`src/rtl/salc_pkg.sv`:
```
package salc_pkg;

    localparam int MAX_SET_BITS = 6;
    localparam int MAX_WAYS     = 8;
    localparam int SETS         = 1 << MAX_SET_BITS;
    localparam int WAY_W        = (MAX_WAYS > 1) ? $clog2(MAX_WAYS) : 1;
    localparam int RANK_W       = WAY_W;
    localparam int SET_W        = MAX_SET_BITS;
    localparam int TAG_W        = 62;
    localparam int CNT_W        = 32;

    localparam logic [1:0] OP_LOAD   = 2'd0;
    localparam logic [1:0] OP_STORE  = 2'd1;
    localparam logic [1:0] OP_MODIFY = 2'd2;
    localparam logic [1:0] OP_FETCH  = 2'd3;

    localparam logic [1:0] OUT_HIT   = 2'd0;
    localparam logic [1:0] OUT_FILL  = 2'd1;
    localparam logic [1:0] OUT_EVICT = 2'd2;
    localparam logic [1:0] OUT_NONE  = 2'd3;

    localparam logic [1:0] REG_SET_BITS    = 2'd0;
    localparam logic [1:0] REG_WAYS_USED   = 2'd1;
    localparam logic [1:0] REG_OFFSET_BITS = 2'd2;

    typedef logic [TAG_W-1:0]  tag_t;
    typedef logic [RANK_W-1:0] rank_t;

    // Commands from the controller to the datapath.
    typedef struct packed {
        logic load_item;  // capture the accepted beat and read its set
        logic lookup;     // resolve the lookup and write the set back
        logic count_only; // first lookup outcome latch enable
    } salc_cmd_t;

    // Status from the datapath to the controller.
    typedef struct packed {
        logic is_modify;
        logic is_fetch;
        logic clearing;   // set rows are still being cleared after reset
    } salc_stat_t;

endpackage

```
`src/rtl/salc_ctrl.sv`:
```
module salc_ctrl
    import salc_pkg::*;
(
    input  logic       clk,
    input  logic       rst_n,
    input  logic       in_valid,
    output logic       in_ready,
    output logic       out_valid,
    input  logic       out_ready,
    input  salc_stat_t stat,
    output salc_cmd_t  cmd
);

    typedef enum logic [1:0] {S_IDLE, S_LOOK1, S_LOOK2, S_DONE} state_t;

    state_t state_reg, state_next;

    always_comb
    begin
        cmd        = '0;
        state_next = state_reg;
        unique case (state_reg)
            S_IDLE:
            begin
                if (in_valid && !stat.clearing)
                begin
                    cmd.load_item = 1'b1;
                    state_next    = S_LOOK1;
                end
            end
            S_LOOK1:
            begin
                if (stat.is_fetch)
                    state_next = S_DONE;
                else
                begin
                    cmd.lookup     = 1'b1;
                    cmd.count_only = 1'b1;
                    state_next     = stat.is_modify ? S_LOOK2 : S_DONE;
                end
            end
            S_LOOK2:
            begin
                cmd.lookup = 1'b1;
                state_next = S_DONE;
            end
            S_DONE:
            begin
                if (out_ready)
                    state_next = S_IDLE;
            end
            default: state_next = S_IDLE;
        endcase
    end

    always_ff @(posedge clk or negedge rst_n)
    begin
        if (!rst_n)
            state_reg <= S_IDLE;
        else
            state_reg <= state_next;
    end

    assign in_ready  = (state_reg == S_IDLE) && !stat.clearing;
    assign out_valid = (state_reg == S_DONE);

endmodule

```
`config.mk`:
```
export PLATFORM = sky130hd
export DESIGN_NAME = salc_ctrl
export DESIGN_NICKNAME = d
export VERILOG_FILES = /design/src/rtl/salc_pkg.sv /design/src/rtl/salc_ctrl.sv
export SDC_FILE = /design/constraint.sdc
export NUM_CORES = 1
export LEC_CHECK = 0
export BUFFER_PORTS_ARGS = -buffer_cell sky130_fd_sc_hd__buf_4
export CAP_MARGIN = 30
export CORE_AREA = 2 2 39 41
export DETAILED_ROUTE_END_ITERATION = 8
export DIE_AREA = 0 0 41 43
export HOLD_SLACK_MARGIN = 0.02
export PLACE_DENSITY = 0.38
export SKIP_LAST_GASP = 1
export SYNTH_ARGS = -nofsm -noshare
export SYNTH_HDL_FRONTEND = slang
export SYNTH_SLANG_ARGS = --single-unit
```
`constraint.sdc`:
```
create_clock -name clk -period 1.8 [get_ports clk]
set_input_delay 0.27 -clock clk [delete_from_list [all_inputs] [get_ports clk]]
set_output_delay 0.27 -clock clk [all_outputs]
set_load 0.05 [all_outputs]
```
==> summary.md, run 1 <==
| Metric | Value |
|---|---|
| Hold Vio Cnt, Final | `0` |
| Commonest non-fill, non-tap cell in the layout | `buf_4` |
| Min Tclk post-route | `1.728 ns` |
| Sw Ratio | `46.91%` |
| Vias | `217` |
| Final Non-Filler Cells | `57` |
| DRT Pass-1 Iters | `4` |
| Drt total wl | `497 um` |
| Drt wl/cell | `8.719 um` |
| DRT iter0 DRCs | `1` |
| Clk sink count | `2` |
| GPL Wtd Cong | `0.7160` |
| Crit end category | `output port` |
| Total grt overflow | `0` |
| Distinct cells, synth | `16` |
| Total GRT Usage | `7.035%` |
| Die height | `43 um` |
| CP Max Fanout | `4` |
| Number of buffers added on ports | `11` |
| Worst-Margin Slew | `0.2253 ns` |
| Synthesized cell area | `235.2 um2` |
| Vias in the first global route | `243` |
| Synth-to-Final Area Change | `72.87%` |
| Path type of the worst setup path | `flop to output port` |
| P_leak | `0.2086 nW` |
| Fill cells | `151` |
| Initial core utilization | `17.00%` |
| ANT cells | `0` |
| Via density | `3.807` |
| Nets | `55` |
| Routed Antenna Nets | `0` |
| Sequential share of the synthesized area | `21.28%` |
| Crit share post-route | `95.97%` |
| Synth top area share | `26.60%` |
| Pre-CTS setup slack | `0.2473 ns` |
| Num rows | `14` |
| Num CTS Buffers | `3` |
| Post-Place Cells | `49` |
| Syn Area/Cell | `10.69 um2` |
| Core Area | `1384 um2` |
| Crit path launch type | `flop` |
| Slowest cell on crit path | `dfrtp_1` |
| CP Cell Sequence | `inv_1 -> ha_2 -> and2b_2 -> and2_1 -> buf_4` |
| Internal power | `0.0004038 W` |
| Number of remaining DRC errors | `0` |
| Worst Slack Setup Final | `0.07249 ns` |
| Seq pwr share | `13.1%` |
| Pwr Total | `0.0007605 W` |
| Max Transition Viols Final | `0` |
| Clock Latency Late Sink | `0.22 ns` |
| Worst vdd ir | `0.0005503 V` |
| CTS tree | `yes` |
| Clk pwr share | `12.6%` |
| Clk slew on worst S/H paths | `0.03 ns` |
| HP Class | `input pin to async pin` |
| Synth warn | `0` |
| CTS Root Buffer Type | `clkbuf_4` |
| Clk buf depth | `2` |
| H-Tree Depth | `1` |
| Logic pwr share | `74.3%` |
| CP Data Arrival Time | `1.46 ns` |
| Pwr Density | `1870 nW/um2` |
| Most frequent cells in the layout | `buf_4 (15), ha_1 (4), clkbuf_4 (3)` |
| Slew HR | `84.89%` |
| Die Width | `41 um` |
| Die Area | `1763 um2` |
| Area leader, netlist | `ha_1` |
| HPWL Detailed | `378.4 um` |
| Antenna violations before repair | `0` |
| Reg2Reg Setup Slack | `0.34 ns` |
| Post-synthesis net count | `34` |
| IO Pins | `12` |
| Syn Inst Count | `22` |
| Max_cap viols | `0` |
| Worst EP required | `1.53 ns` |
| Largest net degree at the start of global routing | `6` |
| Yosys reg bits | `2` |
| # setup viols final | `0` |
| Fmax | `578.9 MHz` |
| Fraction of layout cells with a size suffix above 1 | `63.41%` |
| CP peak stage delay | `0.39 ns` |
| First-pass GRT wire length | `828 um` |
| Fin Clk Skew | `0.002627 ns` |
| CP Buf/Inv Count | `2` |
| Status | `finished clean` |
| Synth area leaders | `ha_1 (27%), dfrtp_1 (21%), nand2b_4 (5.9%), nor2b_4 (5.9%), a211oi_2 (5.3%)` |
| Largest delay share family, worst path | `flip-flops` |
| Flip-flop count of the largest register after layout | `2` |
| NetSw | `0.0003568 W` |
kinds of logic after synthesis:
kind of cell / Yosys count / synth area share, %
mux: 1 / 4.787
flops: 2 / 21.28
compound gates: 5 / 19.15
fa+ha+maj: 5 / 26.60
buf+inv: 2 / 3.193
simple gates: 7 / 25.00
stage by stage:
stage / hold slack (ns) / TNS [ns] / area [um2] / util, %
floorplan: -0.02559 / 0 / 239.0 / -
global placement: 0.05176 / 0 / 341.6 / 24.68
detailed placement: 0.05359 / 0 / 341.6 / 24.68
CTS: 0.3584 / 0 / 374.1 / 27.03
global route: 0.3684 / -0.002643 / 406.6 / 29.39
finish: 0.3696 / 0 / 406.6 / 29.39
cells in the mapped netlist:
cell	n
a211oi_1	1
a211oi_2	1
a21oi_2	1
a2bb2oi_1	1
and2_1	1
and2b_2	1
dfrtp_1	2
ha_1	5
inv_1	2
mux2_1	1
nand2b_1	1
nand2b_4	1
nor2_1	1
nor2b_1	1
nor2b_4	1
o21a_1	1
layer usage:
metal,share of wire (%),vias up,track usage [%]
met5,0,-,0
met4,0,0,6.000
met3,4.6,0,1.571
met2,57,6,11.56
met1,38,99,6.774
li1,-,112,-
cell type report:
cell class | instances | area [um2] | share of cell area (%)
Inverter | 2 | 7.507 | 1.846
Sequential cell | 2 | 50.05 | 12.31
Clock buffer | 3 | 22.52 | 5.538
Timing Repair Buffer | 16 | 122.6 | 30.15
Tap cell | 16 | 20.02 | 4.923
Multi-Input combinational cell | 18 | 183.9 | 45.23
what timing repair did:
action,4_1_cts,5_1_grt
endpoints found under the setup margin,0,2
hold buffers,1,0
hold endpoints to repair,2,0
resized for setup,0,1
setup buffers,0,4
path summary, 6_finish.rpt:
path,from,endpoint,cells past startpoint
max in group asynchronous,rst_n,state_reg[0]$_DFFE_PN0P_,2
worst max register to register,state_reg[0]$_DFFE_PN0P_,state_reg[1]$_DFFE_PN0P_,5
min in group clk,out_ready,state_reg[0]$_DFFE_PN0P_,4
worst max-delay path,state_reg[0]$_DFFE_PN0P_,cmd[2],5
worst min register to register,state_reg[1]$_DFFE_PN0P_,state_reg[1]$_DFFE_PN0P_,1
worst min-delay path,rst_n,state_reg[1]$_DFFE_PN0P_,2
power groups by stage:
| stage | sequential, W | clock [W] | combinational, W |
|---|---|---|---|
| final | 0.0000993 | 0.0000960 | 0.000565 |
| after global routing | 0.000102 | 0.000108 | 0.000615 |
| after CTS | 0.0000993 | 0.000102 | 0.000497 |
| after detailed placement | 0.000101 | 0 | 0.000496 |
| after global placement | 0.000102 | 0 | 0.000491 |
| after floorplan | 0.0000927 | 0 | 0.000384 |
worst reg2reg max path: stages, from the launching register on:
cell,delay (ns)
dfrtp_1,0.40
buf_4,0.15
ha_1,0.20
nor2b_4,0.13
a21oi_2,0.13
mux2_1,0.33
Note: power is estimated with default switching activity, not from simulation.
==> run 2: changes to the inputs <==
--- a/config.mk
+++ b/config.mk
@@ -5,13 +5,13 @@
 export SDC_FILE = /design/constraint.sdc
 export NUM_CORES = 1
 export LEC_CHECK = 0
-export BUFFER_PORTS_ARGS = -buffer_cell sky130_fd_sc_hd__buf_4
 export CAP_MARGIN = 30
 export CORE_AREA = 2 2 39 41
 export DETAILED_ROUTE_END_ITERATION = 8
 export DIE_AREA = 0 0 41 43
+export DONT_BUFFER_PORTS = 1
 export HOLD_SLACK_MARGIN = 0.02
-export PLACE_DENSITY = 0.38
+export PLACE_DENSITY = 0.3
 export SKIP_LAST_GASP = 1
 export SYNTH_ARGS = -nofsm -noshare
 export SYNTH_HDL_FRONTEND = slang
==> constraint.sdc (replaced) <==
create_clock -name clk -period 1.8 [get_ports clk]
set_input_delay 0.45 -clock clk [delete_from_list [all_inputs] [get_ports clk]]
set_output_delay 0.45 -clock clk [all_outputs]
set_load 0.05 [all_outputs]
==> run 2 against run 1 <==
Via count is 16% lower. Sequential power down 8.7%. Setup slack worse by 0.019 ns. Register-to-register slack got worse by 0.03 ns. Critical endpoint is now cmd[1].
==> summary.md, run 2 (same netlist as run 1, synthesis figures left out) <==
| Metric | Value |
|---|---|
| Status | `finished clean` |
| Die Width | `41 um` |
| HP Class | `input pin to async pin` |
| DRT iter0 DRCs | `2` |
| Largest delay share family, worst path | `flip-flops` |
| Die height | `43 um` |
| Initial core utilization | `17.00%` |
| DRT Pass-1 Iters | `2` |
| Final instance area | `355.3 um2` |
| Clk slew on worst S/H paths | `0.03 ns` |
| Core Area | `1384 um2` |
| Hold Slack | `0.4660 ns` |
| IO Pins | `12` |
| Number of buffers added on ports | `0` |
| Max Transition Viols Final | `0` |
| CP Data Arrival Time | `1.30 ns` |
| Antenna violations before repair | `0` |
| HPWL Detailed | `429.3 um` |
| Largest net degree at the start of global routing | `5` |
| Crit path launch type | `flop` |
| CP peak stage delay | `0.36 ns` |
| Worst EP required | `1.35 ns` |
| Path type of the worst setup path | `flop to output port` |
| Clk sink count | `2` |
| Vias in the first global route | `186` |
| CTS Root Buffer Type | `clkbuf_4` |
| Crit share post-route | `97.05%` |
| Max_cap viols | `0` |
| Number of remaining DRC errors | `0` |
| Area after DPL | `296.5 um2` |
| P_leak | `0.1649 nW` |
| Worst vdd ir | `0.0004260 V` |
| Clock Latency Late Sink | `0.22 ns` |
| Fin Clk Skew | `0.003767 ns` |
| Most frequent cells in the layout | `buf_4 (5), ha_1 (4), clkbuf_4 (3)` |
| CP Max Fanout | `3` |
| Total GRT Usage | `6.118%` |
| Commonest non-fill, non-tap cell in the layout | `buf_4` |
| Fraction of layout cells with a size suffix above 1 | `58.06%` |
| Total grt overflow | `0` |
| Fmax | `572.5 MHz` |
| Slew HR | `87.68%` |
| Pwr Density | `2156 nW/um2` |
| Crit end category | `output port` |
| Drt wl/cell | `10.70 um` |
| Nets | `45` |
| Min Tclk post-route | `1.747 ns` |
| Fin util | `25.68%` |
| CTS tree | `yes` |
| CP Cell Sequence | `inv_1 -> ha_1 -> nor2b_4 -> o21a_4` |
| GPL Wtd Cong | `0.6228` |
| Via density | `3.894` |
| Num CTS Buffers | `3` |
| Slowest cell on crit path | `dfrtp_1` |
| Die Area | `1763 um2` |
| Clk buf depth | `2` |
| Hold Vio Cnt, Final | `0` |
| CP Buf/Inv Count | `1` |
| RSZ-0062 raised after global routing | `true` |
| ANT cells | `0` |
| Synth-to-Final Area Change | `51.06%` |
| Routed Antenna Nets | `0` |
| Reg2Reg Setup Slack | `0.31 ns` |
| H-Tree Depth | `1` |
| Drt total wl | `503 um` |
| Worst-Margin Slew | `0.1837 ns` |
| Vias | `183` |
| First-pass GRT wire length | `738 um` |
| # setup viols final | `0` |
| Num rows | `14` |
| Flip-flop count of the largest register after layout | `2` |
## run 2: cell count changes in the layout (fill, tap and decap cells not counted), sizes merged
cell	change
buf	-10
## run 2: cell type report
| type | count | area (um2) |
|---|---|---|
| Fill cell | 162 | 1028 |
| Tap cell | 16 | 20.02 |
| Clock buffer | 3 | 22.52 |
| Sequential cell | 2 | 50.05 |
| Timing Repair Buffer | 6 | 47.55 |
| Multi-Input combinational cell | 18 | 207.7 |
| Inverter | 2 | 7.507 |
## run 2: through the flow
stage	setup slack (ns)	power, W	instances	TNS [ns]
finish	0.05315	0.0007662	47	0
global route	-0.01267	0.0008263	47	-0.01267
CTS	0.01582	0.0007077	46	0
detailed placement	0.1807	0.0005935	42	0
global placement	0.2155	0.0005962	42	0
floorplan	0.03430	0.0004882	22	0
## run 2: worst paths after layout
check	startpoint	endpoint	cells past startpoint
min	rst_n	state_reg[0]$_DFFE_PN0P_	1
max reg2reg	state_reg[0]$_DFFE_PN0P_	state_reg[1]$_DFFE_PN0P_	5
min in group clk	in_valid	state_reg[0]$_DFFE_PN0P_	3
max	state_reg[1]$_DFFE_PN0P_	cmd[1]	4
min reg2reg	state_reg[1]$_DFFE_PN0P_	state_reg[1]$_DFFE_PN0P_	2
max in group asynchronous	rst_n	state_reg[1]$_DFFE_PN0P_	1
## run 2: worst register-to-register path: cells and delay by family, from the launching register on
kind | cells | cell delay (ns)
flops | 1 | 0.41
fa+ha+maj | 1 | 0.20
buf+inv | 1 | 0.15
compound gates | 1 | 0.14
simple gates | 1 | 0.14
mux | 1 | 0.33
## run 2: power breakdown
part	internal (W)	total, W	switching, W
clock network	0.0000734	0.0000966	0.0000232
logic	0.000253	0.000579	0.000326
registers	0.0000712	0.0000907	0.0000195
## run 2: metal layers
metal  GRT usage (%)  part of all wire [%]  wire length [um]  vias up
met3               0                   9.3                47        0
met4           4.000                     0                 0        0
met1           8.013                    41               208       81
li1                -                     -                 -       93
met5               0                     0                 0        -
met2           9.375                    49               247        9
## run 2: repair_timing
| action | CTS | global route |
|---|---|---|
| hold buffers | 1 | 0 |
| resized for setup | 2 | 2 |
| hold endpoints to repair | 2 | 0 |
| buffers inserted | 0 | 1 |
| setup endpoints to repair | 2 | 2 |
| cloned | 0 | 0 |
| pin swaps | 1 | 1 |
